==> config.mk <==
export PLATFORM = sky130hd
export DESIGN_NAME = sliding_window_rate_limiter_core
export DESIGN_NICKNAME = d
export VERILOG_FILES = /design/src/rtl/core/swrl_pkg.sv /design/src/rtl/core/sliding_window_rate_limiter_core.sv /design/src/rtl/core/swrl_stamp_mem.sv /design/src/rtl/core/swrl_window_ctrl.sv
export SDC_FILE = /design/constraint.sdc
export NUM_CORES = 2
export LEC_CHECK = 0
export ABC_AREA = 1
export BUFFER_PORTS_ARGS = -buffer_cell sky130_fd_sc_hd__buf_2
export CORE_ASPECT_RATIO = 1.5
export CORE_MARGIN = 2
export CORE_UTILIZATION = 50
export DETAILED_ROUTE_END_ITERATION = 10
export GPL_TIMING_DRIVEN = 0
export PLACE_DENSITY = 0.66
export SYNTH_ARGS = -nofsm -noshare
export SYNTH_HDL_FRONTEND = slang
export SYNTH_SLANG_ARGS = --single-unit
==> constraint.sdc <==
create_clock -name i_clk -period 11.8 [get_ports i_clk]
set_clock_uncertainty 0.2 [all_clocks]
set_input_delay 2.36 -clock i_clk [delete_from_list [all_inputs] [get_ports i_clk]]
set_output_delay 2.36 -clock i_clk [all_outputs]
set_load 0.05 [all_outputs]
==> src/rtl/core/swrl_pkg.sv <==
// ----------------------------------------------------------------------------
// swrl_pkg - shared types and constants of the sliding window rate limiter
// Register indexes, field widths, reset values and the configuration bundle.
// ----------------------------------------------------------------------------
`default_nettype none

package swrl_pkg;

    localparam int STAMP_W  = 64;
    localparam int MAXMSG_W = 5;
    localparam int WINDOW_W = 31;
    localparam int CFG_IDX_W  = 2;
    localparam int CFG_DATA_W = 31;

    localparam logic [CFG_IDX_W-1:0] CFG_IDX_MAX_MESSAGES  = 2'd0;
    localparam logic [CFG_IDX_W-1:0] CFG_IDX_WINDOW_LENGTH = 2'd1;

    localparam logic [MAXMSG_W-1:0] MAXMSG_RESET = 5'd4;
    localparam logic [WINDOW_W-1:0] WINDOW_RESET = 31'd1000;

    typedef struct packed {
        logic [MAXMSG_W-1:0] max_messages;
        logic [WINDOW_W-1:0] window_length;
    } t_cfg;

endpackage

`default_nettype wire

==> src/rtl/core/sliding_window_rate_limiter_core.sv <==
// ----------------------------------------------------------------------------
// sliding_window_rate_limiter_core - sliding window log rate limiter
// Keeps the stamps of passed messages in a ring and flags each message.
// ----------------------------------------------------------------------------
// Usage:
//   Input channel (i_in_valid / o_in_ready / i_timestamp) takes one message
//   stamp per transaction. Output channel (o_out_valid / i_out_ready /
//   o_accepted) returns one pass/fail flag per message, in order.
//   Config port: i_cfg_we with i_cfg_idx 0 = max_messages, 1 = window_length;
//   other indexes are ignored. Write only while the block is idle.
// Operation:
//   A message finding the ring empty passes; its result is registered in the
//   cycle after acceptance. Otherwise the age scan drops expired stamps from
//   the oldest on, reading one ring entry per cycle through the registered
//   stamp memory, then decides and, on a pass, pushes the stamp. The block
//   takes no new message during the scan. Each stamp is dropped once.
// Reset:
//   Ring empty (pointer and count cleared), max_messages = 4,
//   window_length = 1000. Ring contents are never read before written.
// Stall:
//   The result sits in an output register; a new message is taken in the
//   cycle the pending result is taken. One message is worked on at a time.
// ----------------------------------------------------------------------------
`default_nettype none

module sliding_window_rate_limiter_core
    import swrl_pkg::*;
#(
    parameter int RING_DEPTH = 16
) (
    input  wire logic                  i_clk,
    input  wire logic                  i_rst_n,
    input  wire logic                  i_cfg_we,
    input  wire logic [CFG_IDX_W-1:0]  i_cfg_idx,
    input  wire logic [CFG_DATA_W-1:0] i_cfg_data,
    input  wire logic                  i_in_valid,
    output logic                       o_in_ready,
    input  wire logic [STAMP_W-1:0]    i_timestamp,
    output logic                       o_out_valid,
    input  wire logic                  i_out_ready,
    output logic                       o_accepted
);

    // ring pointer and held count widths
    localparam int PTR_W = (RING_DEPTH > 1) ? $clog2(RING_DEPTH) : 1;
    localparam int CNT_W = $clog2(RING_DEPTH + 1);

    t_cfg r_cfg, n_cfg;

    logic               rd_en;
    logic [PTR_W-1:0]   rd_addr;
    logic [STAMP_W-1:0] rd_data;
    logic               wr_en;
    logic [PTR_W-1:0]   wr_addr;
    logic [STAMP_W-1:0] wr_data;

    // config registers; out-of-range indexes are dropped
    always_comb begin
        n_cfg = r_cfg;
        if (i_cfg_we) begin
            unique case (i_cfg_idx)
                CFG_IDX_MAX_MESSAGES: begin
                    n_cfg.max_messages = i_cfg_data[MAXMSG_W-1:0];
                end
                CFG_IDX_WINDOW_LENGTH: begin
                    n_cfg.window_length = i_cfg_data[WINDOW_W-1:0];
                end
                default: begin
                    n_cfg = r_cfg;
                end
            endcase
        end
    end

    always_ff @(posedge i_clk) begin
        if (!i_rst_n) begin
            r_cfg.max_messages  <= MAXMSG_RESET;
            r_cfg.window_length <= WINDOW_RESET;
        end else begin
            r_cfg <= n_cfg;
        end
    end

    // sequencer: age scan, limit decision, result register
    swrl_window_ctrl #(
        .RING_DEPTH (RING_DEPTH),
        .PTR_W      (PTR_W),
        .CNT_W      (CNT_W)
    ) u_ctrl (
        .i_clk       (i_clk),
        .i_rst_n     (i_rst_n),
        .i_cfg       (r_cfg),
        .i_in_valid  (i_in_valid),
        .o_in_ready  (o_in_ready),
        .i_timestamp (i_timestamp),
        .o_out_valid (o_out_valid),
        .i_out_ready (i_out_ready),
        .o_accepted  (o_accepted),
        .o_rd_en     (rd_en),
        .o_rd_addr   (rd_addr),
        .i_rd_data   (rd_data),
        .o_wr_en     (wr_en),
        .o_wr_addr   (wr_addr),
        .o_wr_data   (wr_data)
    );

    // stamp ring
    swrl_stamp_mem #(
        .DEPTH  (RING_DEPTH),
        .ADDR_W (PTR_W),
        .DATA_W (STAMP_W)
    ) u_mem (
        .i_clk     (i_clk),
        .i_wr_en   (wr_en),
        .i_wr_addr (wr_addr),
        .i_wr_data (wr_data),
        .i_rd_en   (rd_en),
        .i_rd_addr (rd_addr),
        .o_rd_data (rd_data)
    );

endmodule

`default_nettype wire

==> src/rtl/core/swrl_stamp_mem.sv <==
// ----------------------------------------------------------------------------
// swrl_stamp_mem - timestamp ring storage
// One write port, one read port, registered read data.
// ----------------------------------------------------------------------------
`default_nettype none

module swrl_stamp_mem #(
    parameter int DEPTH  = 16,
    parameter int ADDR_W = 4,
    parameter int DATA_W = 64
) (
    input  wire logic              i_clk,
    input  wire logic              i_wr_en,
    input  wire logic [ADDR_W-1:0] i_wr_addr,
    input  wire logic [DATA_W-1:0] i_wr_data,
    input  wire logic              i_rd_en,
    input  wire logic [ADDR_W-1:0] i_rd_addr,
    output logic      [DATA_W-1:0] o_rd_data
);

    logic [DATA_W-1:0] r_mem [DEPTH];
    logic [DATA_W-1:0] r_rd_data;

    always_ff @(posedge i_clk) begin
        if (i_wr_en) begin
            r_mem[i_wr_addr] <= i_wr_data;
        end
    end

    always_ff @(posedge i_clk) begin
        if (i_rd_en) begin
            r_rd_data <= r_mem[i_rd_addr];
        end
    end

    assign o_rd_data = r_rd_data;

endmodule

`default_nettype wire

==> src/rtl/core/swrl_window_ctrl.sv <==
// ----------------------------------------------------------------------------
// swrl_window_ctrl - ring sequencer of the rate limiter
// Pops expired stamps one per cycle, then decides and, on a pass, pushes the new stamp.
// ----------------------------------------------------------------------------
`default_nettype none

module swrl_window_ctrl
    import swrl_pkg::*;
#(
    parameter int RING_DEPTH = 16,
    parameter int PTR_W      = 4,
    parameter int CNT_W      = 5
) (
    input  wire logic               i_clk,
    input  wire logic               i_rst_n,
    input  wire t_cfg               i_cfg,
    input  wire logic               i_in_valid,
    output logic                    o_in_ready,
    input  wire logic [STAMP_W-1:0] i_timestamp,
    output logic                    o_out_valid,
    input  wire logic               i_out_ready,
    output logic                    o_accepted,
    output logic                    o_rd_en,
    output logic      [PTR_W-1:0]   o_rd_addr,
    input  wire logic [STAMP_W-1:0] i_rd_data,
    output logic                    o_wr_en,
    output logic      [PTR_W-1:0]   o_wr_addr,
    output logic      [STAMP_W-1:0] o_wr_data
);

    localparam int LIM_W = (CNT_W > MAXMSG_W) ? CNT_W : MAXMSG_W;
    localparam int SUM_W = ((PTR_W > CNT_W) ? PTR_W : CNT_W) + 1;
    localparam logic [PTR_W-1:0] LAST_PTR = PTR_W'(RING_DEPTH - 1);
    localparam logic [SUM_W-1:0] DEPTH_S  = SUM_W'(RING_DEPTH);
    localparam logic [LIM_W-1:0] DEPTH_L  = LIM_W'(RING_DEPTH);

    typedef enum logic [1:0] {
        ST_IDLE  = 2'b01,
        ST_CHECK = 2'b10
    } t_state;

    t_state             r_state, n_state;
    logic [PTR_W-1:0]   r_oldest, n_oldest;
    logic [CNT_W-1:0]   r_held, n_held;
    logic [STAMP_W-1:0] r_stamp, n_stamp;
    logic               r_out_valid, n_out_valid;
    logic               r_accepted, n_accepted;

    logic               in_fire;
    logic [PTR_W-1:0]   oldest_inc;
    logic [STAMP_W-1:0] age;
    logic               expired;
    logic [PTR_W-1:0]   eff_oldest;
    logic [CNT_W-1:0]   eff_held;
    logic [SUM_W-1:0]   tail_sum;
    logic [PTR_W-1:0]   tail_ptr;
    logic [LIM_W-1:0]   max_ext;
    logic [LIM_W-1:0]   limit;
    logic               pass;

    assign o_in_ready = (r_state == ST_IDLE) && (!r_out_valid || i_out_ready);
    assign in_fire    = i_in_valid && o_in_ready;

    assign oldest_inc = (r_oldest == LAST_PTR) ? '0 : r_oldest + PTR_W'(1);
    assign age        = r_stamp - i_rd_data;
    assign expired    = age >= {{(STAMP_W-WINDOW_W){1'b0}}, i_cfg.window_length};

    // ring state as seen by the decision after this cycle's pop
    always_comb begin
        if (r_state == ST_CHECK && expired) begin
            eff_oldest = oldest_inc;
            eff_held   = r_held - CNT_W'(1);
        end else begin
            eff_oldest = r_oldest;
            eff_held   = r_held;
        end
    end

    always_comb begin
        tail_sum = SUM_W'(eff_oldest) + SUM_W'(eff_held);
        if (tail_sum >= DEPTH_S) begin
            tail_sum = tail_sum - DEPTH_S;
        end
    end
    assign tail_ptr = tail_sum[PTR_W-1:0];

    assign max_ext = LIM_W'(i_cfg.max_messages);
    assign limit   = (max_ext > DEPTH_L) ? DEPTH_L : max_ext;
    assign pass    = LIM_W'(eff_held) < limit;

    always_comb begin
        n_state     = r_state;
        n_oldest    = r_oldest;
        n_held      = r_held;
        n_stamp     = r_stamp;
        n_out_valid = r_out_valid && !i_out_ready;
        n_accepted  = r_accepted;
        o_rd_en     = 1'b0;
        o_rd_addr   = r_oldest;
        o_wr_en     = 1'b0;
        o_wr_addr   = tail_ptr;
        o_wr_data   = r_stamp;
        unique case (r_state)
            ST_IDLE: begin
                if (in_fire) begin
                    n_stamp = i_timestamp;
                    if (r_held == '0) begin
                        // empty ring: always pass
                        o_wr_en     = 1'b1;
                        o_wr_data   = i_timestamp;
                        n_held      = CNT_W'(1);
                        n_out_valid = 1'b1;
                        n_accepted  = 1'b1;
                    end else begin
                        o_rd_en = 1'b1;
                        n_state = ST_CHECK;
                    end
                end
            end
            ST_CHECK: begin
                n_oldest = eff_oldest;
                if (expired && eff_held != '0) begin
                    o_rd_en   = 1'b1;
                    o_rd_addr = oldest_inc;
                    n_held    = eff_held;
                end else begin
                    o_wr_en     = pass;
                    n_held      = pass ? eff_held + CNT_W'(1) : eff_held;
                    n_out_valid = 1'b1;
                    n_accepted  = pass;
                    n_state     = ST_IDLE;
                end
            end
            default: begin
                n_state = ST_IDLE;
            end
        endcase
    end

    always_ff @(posedge i_clk) begin
        if (!i_rst_n) begin
            r_state     <= ST_IDLE;
            r_oldest    <= '0;
            r_held      <= '0;
            r_out_valid <= 1'b0;
        end else begin
            r_state     <= n_state;
            r_oldest    <= n_oldest;
            r_held      <= n_held;
            r_out_valid <= n_out_valid;
        end
    end

    always_ff @(posedge i_clk) begin
        r_stamp    <= n_stamp;
        r_accepted <= n_accepted;
    end

    assign o_out_valid = r_out_valid;
    assign o_accepted  = r_accepted;

`ifndef SYNTHESIS
    a_held_bound: assert property (@(posedge i_clk) disable iff (!i_rst_n)
        r_held <= CNT_W'(RING_DEPTH))
        else $error("held count above ring depth");

    a_no_rw_overlap: assert property (@(posedge i_clk) disable iff (!i_rst_n)
        !(o_wr_en && o_rd_en))
        else $error("ring read and write in the same cycle");

    a_check_out_free: assert property (@(posedge i_clk) disable iff (!i_rst_n)
        (r_state == ST_CHECK) |-> !r_out_valid)
        else $error("result pending while ring is scanned");

    a_nonempty_scans: assert property (@(posedge i_clk) disable iff (!i_rst_n)
        (in_fire && r_held != '0) |=> (r_state == ST_CHECK))
        else $error("non-empty ring skipped the age scan");
`endif

endmodule

`default_nettype wire
# Word-level counts from Yosys, hierarchy flattened
# Memories as Yosys holds them, arrays and structs flattened. A register that Yosys moved wholly into a read port is not among the register bits.
# Index checks and enable logic that the tools add are counted.
# op_classes
addsub	6
n_mul	0
div_mod_pow	0
magnitude_cmp	4
eq_ne	8
n_shift	0
n_mux	37
bitwise	0
reduce_logical	18
# ops
operator	n
2-to-1 mux 64 bit	3
>= comparator 64 x 31 -> 1 bit	1
subtractor 64 bit	1
2-to-1 mux 5 bit	6
2-to-1 mux 4 bit	5
2-to-1 mux 1 bit	14
one-hot mux 5 bit (2 select lines)	1
one-hot mux 1 bit (2 select lines)	4
adder 4 x 5 -> 6 bit	1
>= comparator 6 x 5 -> 1 bit (second input constant)	1
2-to-1 mux 2 bit	3
!= test 2 bit (second input constant)	3
AND reduction 2 bit	3
AND reduction 3 bit	2
adder 5 x 1 -> 5 bit (second input constant)	1
greater-than comparator 5 bit (second input constant)	1
logical AND 1 bit	5
logical NOT 5 bit	1
< comparator 5 bit	1
nonzero test 5 bit	1
subtractor 5 x 1 -> 5 bit (second input constant)	1
adder 4 x 1 -> 4 bit (second input constant)	1
== test 2 x 1 -> 1 bit (second input constant)	2
== test 4 bit (second input constant)	1
other kinds (9)	10
# totals
reg_bits	113
latch_bits	0
mem_bits_rw	1024
romBits	0
inputBits	102
output_inout_bits	3
wordCells	82
memories	1
# memory_table
name	depth	width	read_ports	rd_clocked_by_memory_dff	wr	line_no	text
u_mem.r_mem	16	64	1	1	1	swrl_stamp_mem.sv:21	logic [DATA_W-1:0] r_mem [DEPTH];

# Logic depth before layout (Yosys ltp)
# logic_depth
ltp_word	10
mapped_depth	46
ltp_nobuf	44

# Modules after synthesis
# Synthesis repeated with hierarchy kept, for this count alone.
# hier_totals
cells_unflattened	6187
hier_area_um2	58255.9
# by_module_without_submodules
mod	n_inst	cells_per_inst	area_each_um2	seq_area_each_um2
swrl_stamp_mem	1	4210	45926.5	32671.3
swrl_window_ctrl	1	1758	10861.7	2192.1
sliding_window_rate_limiter_core	1	219	1467.7	720.7

# Worst setup path after synthesis
# No wires, ideal clock.
# synth_path
kind	input -> register
start	input i_out_ready
end	register u_mem.r_rd_data[0], in the netlist u_mem.o_rd_data[0], read port of u_mem.r_mem, enable pin
setup_ps	507
arrival_time_ps	7943
t_required_ps	11093
path_slack_ps	3150
stages	6
path_buffers	0
path_cell_list	nor2_1 nor2_1 nand2_1 inv_1 nand2_1 a21oi_1
# synth_between
elab_chain_len	5
# synth_lines
item	line_no	text
from (decl)	sliding_window_rate_limiter_core.sv:40	input wire logic i_out_ready,
logical OR 1 bit	swrl_window_ctrl.sv:61	assign o_in_ready = (r_state == ST_IDLE) && (!r_out_valid || i_out_ready);
logical AND 1 bit	swrl_window_ctrl.sv:61	
via o_in_ready	sliding_window_rate_limiter_core.sv:37	output logic o_in_ready,
logical AND 1 bit	swrl_window_ctrl.sv:62	assign in_fire = i_in_valid && o_in_ready;
2-to-1 mux 1 bit	swrl_window_ctrl.sv:105	if (in_fire) begin
one-hot mux 1 bit (2 select lines)	swrl_window_ctrl.sv:103	unique case (r_state)
via rd_en	sliding_window_rate_limiter_core.sv:50	logic rd_en;
to (decl)	swrl_stamp_mem.sv:22	logic [DATA_W-1:0] r_rd_data;
# The timed path passes the listed nets, and every way through them passes these cells.
# A chain may end at the register's enable or synchronous reset.

# Worst setup path after layout
# layout_path
start	register u_mem.r_rd_data[0], in the netlist u_mem.o_rd_data[0], read port of u_mem.r_mem
end	register u_mem.r_rd_data[19], in the netlist u_mem.o_rd_data[19], read port of u_mem.r_mem (data pin)
# layout_between
elab_chain_len	8
word_cells_on_any_way	10
classes_between	add/sub (1); order compare (1); mux (5); reduce/logical (3)
# layout_lines
item	line_no	text
subtractor 64 bit *	swrl_window_ctrl.sv:65	assign age = r_stamp - i_rd_data;
>= comparator 64 x 31 -> 1 bit *	swrl_window_ctrl.sv:66	assign expired = age >= {{(STAMP_W-WINDOW_W){1'b0}}, i_cfg.window_length};
logical AND 1 bit	swrl_window_ctrl.sv:70	if (r_state == ST_CHECK && expired) begin
2-to-1 mux 5 bit	swrl_window_ctrl.sv:70	
nonzero test 5 bit	swrl_window_ctrl.sv:122	if (expired && eff_held != '0) begin
logical AND 1 bit *	swrl_window_ctrl.sv:122	
2-to-1 mux 1 bit / 2-to-1 mux 4 bit (equally long branches)	swrl_window_ctrl.sv:122	
one-hot mux 1 bit (2 select lines) / 2-to-1 mux 4 bit (equally long branches)	swrl_window_ctrl.sv:103	
# Every way passes the cells marked *; elsewhere a longest branch is shown, timed or not.

==> impl_metrics.env <==
export IMPL_status="finished, final reports clean"
export IMPL_ctsHoldBuffers=0
export IMPL_antenna_found_initial=12
export IMPL_yosysUniqueCellTypes=41
export IMPL_cp_slowest_cell="nand2_2"
export IMPL_num_vias=44634
export IMPL_cp_max_fo=10
export IMPL_syn_area_um2=58760
export IMPL_endpoint_kind="register"
export IMPL_start_util=0.5024
export IMPL_vias_per_cell=5.361
export IMPL_slowest_delay_ns=0.79
export IMPL_hpwl_um=135800
export IMPL_dr_pass1_iters=6
export IMPL_cts_buffers_inserted=109
export IMPL_finalHoldViolCount=0
export IMPL_path_depth=42
export IMPL_final_area_um2=65650
export IMPL_synthAdderAreaFrac=0.02368
export IMPL_clockBufferDepth=3
export IMPL_finalCritPeriodShare=0.7395
export IMPL_root_buffer="clkbuf_16"
export IMPL_grt_ovfl_total=0
export IMPL_drtIter0Drc=5250
export IMPL_post_route_min_period_ns=8.726
export IMPL_finalPower_uw=10060
export IMPL_post_cts_setup_buffers=0
export IMPL_reg2reg_depth=42
export IMPL_wl_per_cell_um=22.23
export IMPL_grt_max_degree=55
export IMPL_wl_um=185000
export IMPL_synthToLayoutAreaGrowth_pct=11.73
export IMPL_ir_drop_v=0.0001102
export IMPL_synth_top_area_frac=0.5892
export IMPL_postLayoutSetupSlackWorst_ns=3.074
export IMPL_slew_viol_final=0
export IMPL_maxCapViolCount=0
export IMPL_ys_ff_latch=1201
export IMPL_cts_tree="built"
export IMPL_io_buffer_count=104
export IMPL_cts_repair_resized=0
export IMPL_core_area_um2=117000
export IMPL_finalSetupViolations=0
export IMPL_cts_sinks=1201
export IMPL_synth_nets=6628
export IMPL_register_area_um2=35580
export IMPL_avgSynthCellArea_um2=9.159
export IMPL_required_ns=12.02
export IMPL_drcViolationCount=0
export IMPL_ios=105
export IMPL_crit_buf_inv=7
export IMPL_hold_class="register to register"
export IMPL_synthTopCellsByArea="edfxtp_1 59%, nand3_1 11%, nand2_1 10%, inv_1 9.1%, ha_1 2.3%"
export IMPL_grt_pass1_wl_um=266800
export IMPL_cts_max_level=3
export IMPL_postRouteAntennaNets=0
export IMPL_power_leakage_uw=0.02974
export IMPL_clkSlewWorstSetupHoldPaths_ns=0.07
export IMPL_final_common_cell="nand2_1"
export IMPL_worstSetupPathType="register to register"
export IMPL_multi_input_area_um2=16560
export IMPL_yosysTopAreaCell="edfxtp_1"
export IMPL_final_cell_mix="1602 x nand2_1, 1424 x inv_1, 1291 x nand3_1"
export IMPL_worst_path_most_repeated_cell="nand2_1"
export IMPL_fin_nets=6883
export IMPL_crit_family="simple AND/OR/NAND/NOR gates"
export IMPL_synth_simple_area_share=0.2306
export IMPL_placed_cells=8120
export IMPL_instances_no_fill=8325
export IMPL_grt_total_usage=0.3039
export IMPL_powerDensity_nw_per_um2=153.2
export IMPL_clock_fmax_mhz=114.6
export IMPL_rsz0062_at_grt="false"
export IMPL_min_path_cells=2
export IMPL_synth_mux_area_frac=0
export IMPL_yosys_warnings=0
export IMPL_die_x_um=283.9
export IMPL_clk_latency_ns=0.76
export IMPL_drive_gt1_frac=0.08206
export IMPL_dieArea_um2=120300
export IMPL_cp_start_kind="register"
export IMPL_gp_congestion=0.9591
export IMPL_netlist_instances=6416
export IMPL_tns_ns=0
export IMPL_synth_compound_area_frac=0.01925
export IMPL_die_h_um=423.9
export IMPL_fillers=10267
export IMPL_relSlewSlack=0.06691
export IMPL_synth_seq_area_share=0.6056
export IMPL_grt_pass1_vias=42210
export IMPL_tightestPinTransition_ns=1.400
export IMPL_rows=154
export IMPL_yosys_area_share_xor_xnor=0.006090
export IMPL_synth_top_family_by_area="simple AND/OR/NAND/NOR gates"
export IMPL_placed_cell_area_um2=62190
export IMPL_arrival_ns=8.95
export IMPL_pre_cts_slack_ns=3.211
## worst reg2reg max path, delay by kind of cell (launching register included)
kind,cells,cell delay (ns)
xor+xnor,1,0.14
simple gates,28,4.24
flops,1,0.49
fa+ha+maj,4,1.06
buf+inv,7,1.68
compound gates,2,0.60
## power by group
part / switching [µW] / internal, µW / total [µW]
Sequential: 56.7 / 5030 / 5080
Clock: 1610 / 1850 / 3460
Combinational: 1140 / 374 / 1510
Total: 2810 / 7250 / 10100
## stage by stage
stage | utilization | hold WS [ns]
after floorplan | - | 0.2353
after global placement | 0.5236 | 0.2528
after detailed placement | 0.5317 | 0.2571
after CTS | 0.5613 | 0.2698
after global routing | 0.5613 | 0.2884
final | 0.5613 | 0.2651
## kinds of logic (layout without fill, tap and decap cells)
group,Yosys count,in the layout
AO/OA/AOI/OAI,206,206
XOR/XNOR,40,40
adder cells (fa/ha/maj),110,110
buffers and inverters,1729,2076
flip-flops,1201,1201
other,0,2
AND/OR/NAND/NOR,3130,3130
## flip-flops by register name, summed over array words and instances (netlist names)
signal	cells
u_ctrl.r_held	5
u_mem.r_mem	1024
u_mem.o_rd_data	64
u_ctrl.r_oldest	4
u_ctrl.r_state	2
u_ctrl.o_out_valid	1
u_ctrl.r_stamp	64
u_ctrl.o_accepted	1
r_cfg	36
## area by class of cell
class | instances | area share
Antenna cell | 2 | 0.00007623
Buffer | 267 | 0.01919
Clock buffer | 136 | 0.04370
Clock inverter | 67 | 0.008938
Inverter | 1462 | 0.08363
Multi-Input combinational cell | 3486 | 0.2523
Sequential cell | 1201 | 0.5420
Tap cell | 1560 | 0.02973
Timing Repair Buffer | 144 | 0.02045
## final timing paths
kind	start	to	slack, ns
worst min-delay path	r_cfg[12]$_SDFFE_PN0P_	r_cfg[12]$_SDFFE_PN0P_	0.27
worst max register to register	u_mem.o_rd_data[0]$_DFFE_PP_	u_mem.o_rd_data[19]$_DFFE_PP_	3.07
worst min register to register	r_cfg[12]$_SDFFE_PN0P_	r_cfg[12]$_SDFFE_PN0P_	0.27
worst max-delay path	u_mem.o_rd_data[0]$_DFFE_PP_	u_mem.o_rd_data[19]$_DFFE_PP_	3.07
## cells in the mapped netlist
master    count
nand2_1    1602
inv_1      1425
nand3_1    1291
edfxtp_1   1153
nor2_1      167
buf_2       157
a21oi_1     115
ha_1        108
clkbuf_1     77
o21ai_0      51
dfxtp_1      48
xor2_1       35
inv_2        31
buf_1        19
nand2_2      15
o21bai_1     14
nor3_1       13
buf_4        12
nand4_1      12
nand3b_1     11
nor2_2        9
clkinv_1      6
o211ai_1      6
o21ai_1       6
o21a_1        5
xnor2_1       4
o21ai_2       3
a211oi_1      2
and2_1        2
buf_6         2
fa_1          2
nand3_2       2
nor3_2        2
nor4_1        2
a21o_1        1
a41oi_1       1
and3_1        1
o21ai_4       1
o41ai_1       1
or2_2         1
xor2_2        1
## routing by layer
| layer | share of wire | wire length (µm) | global-route usage |
|---|---|---|---|
| met5 | 0.00022 | 41 | 0 |
| met4 | 0.057 | 10470 | 0.1563 |
| met1 | 0.37 | 68880 | 0.3698 |
| met3 | 0.082 | 15220 | 0.04478 |
| met2 | 0.49 | 90430 | 0.5248 |
No activity file was read; power rests on OpenSTA's default activity.
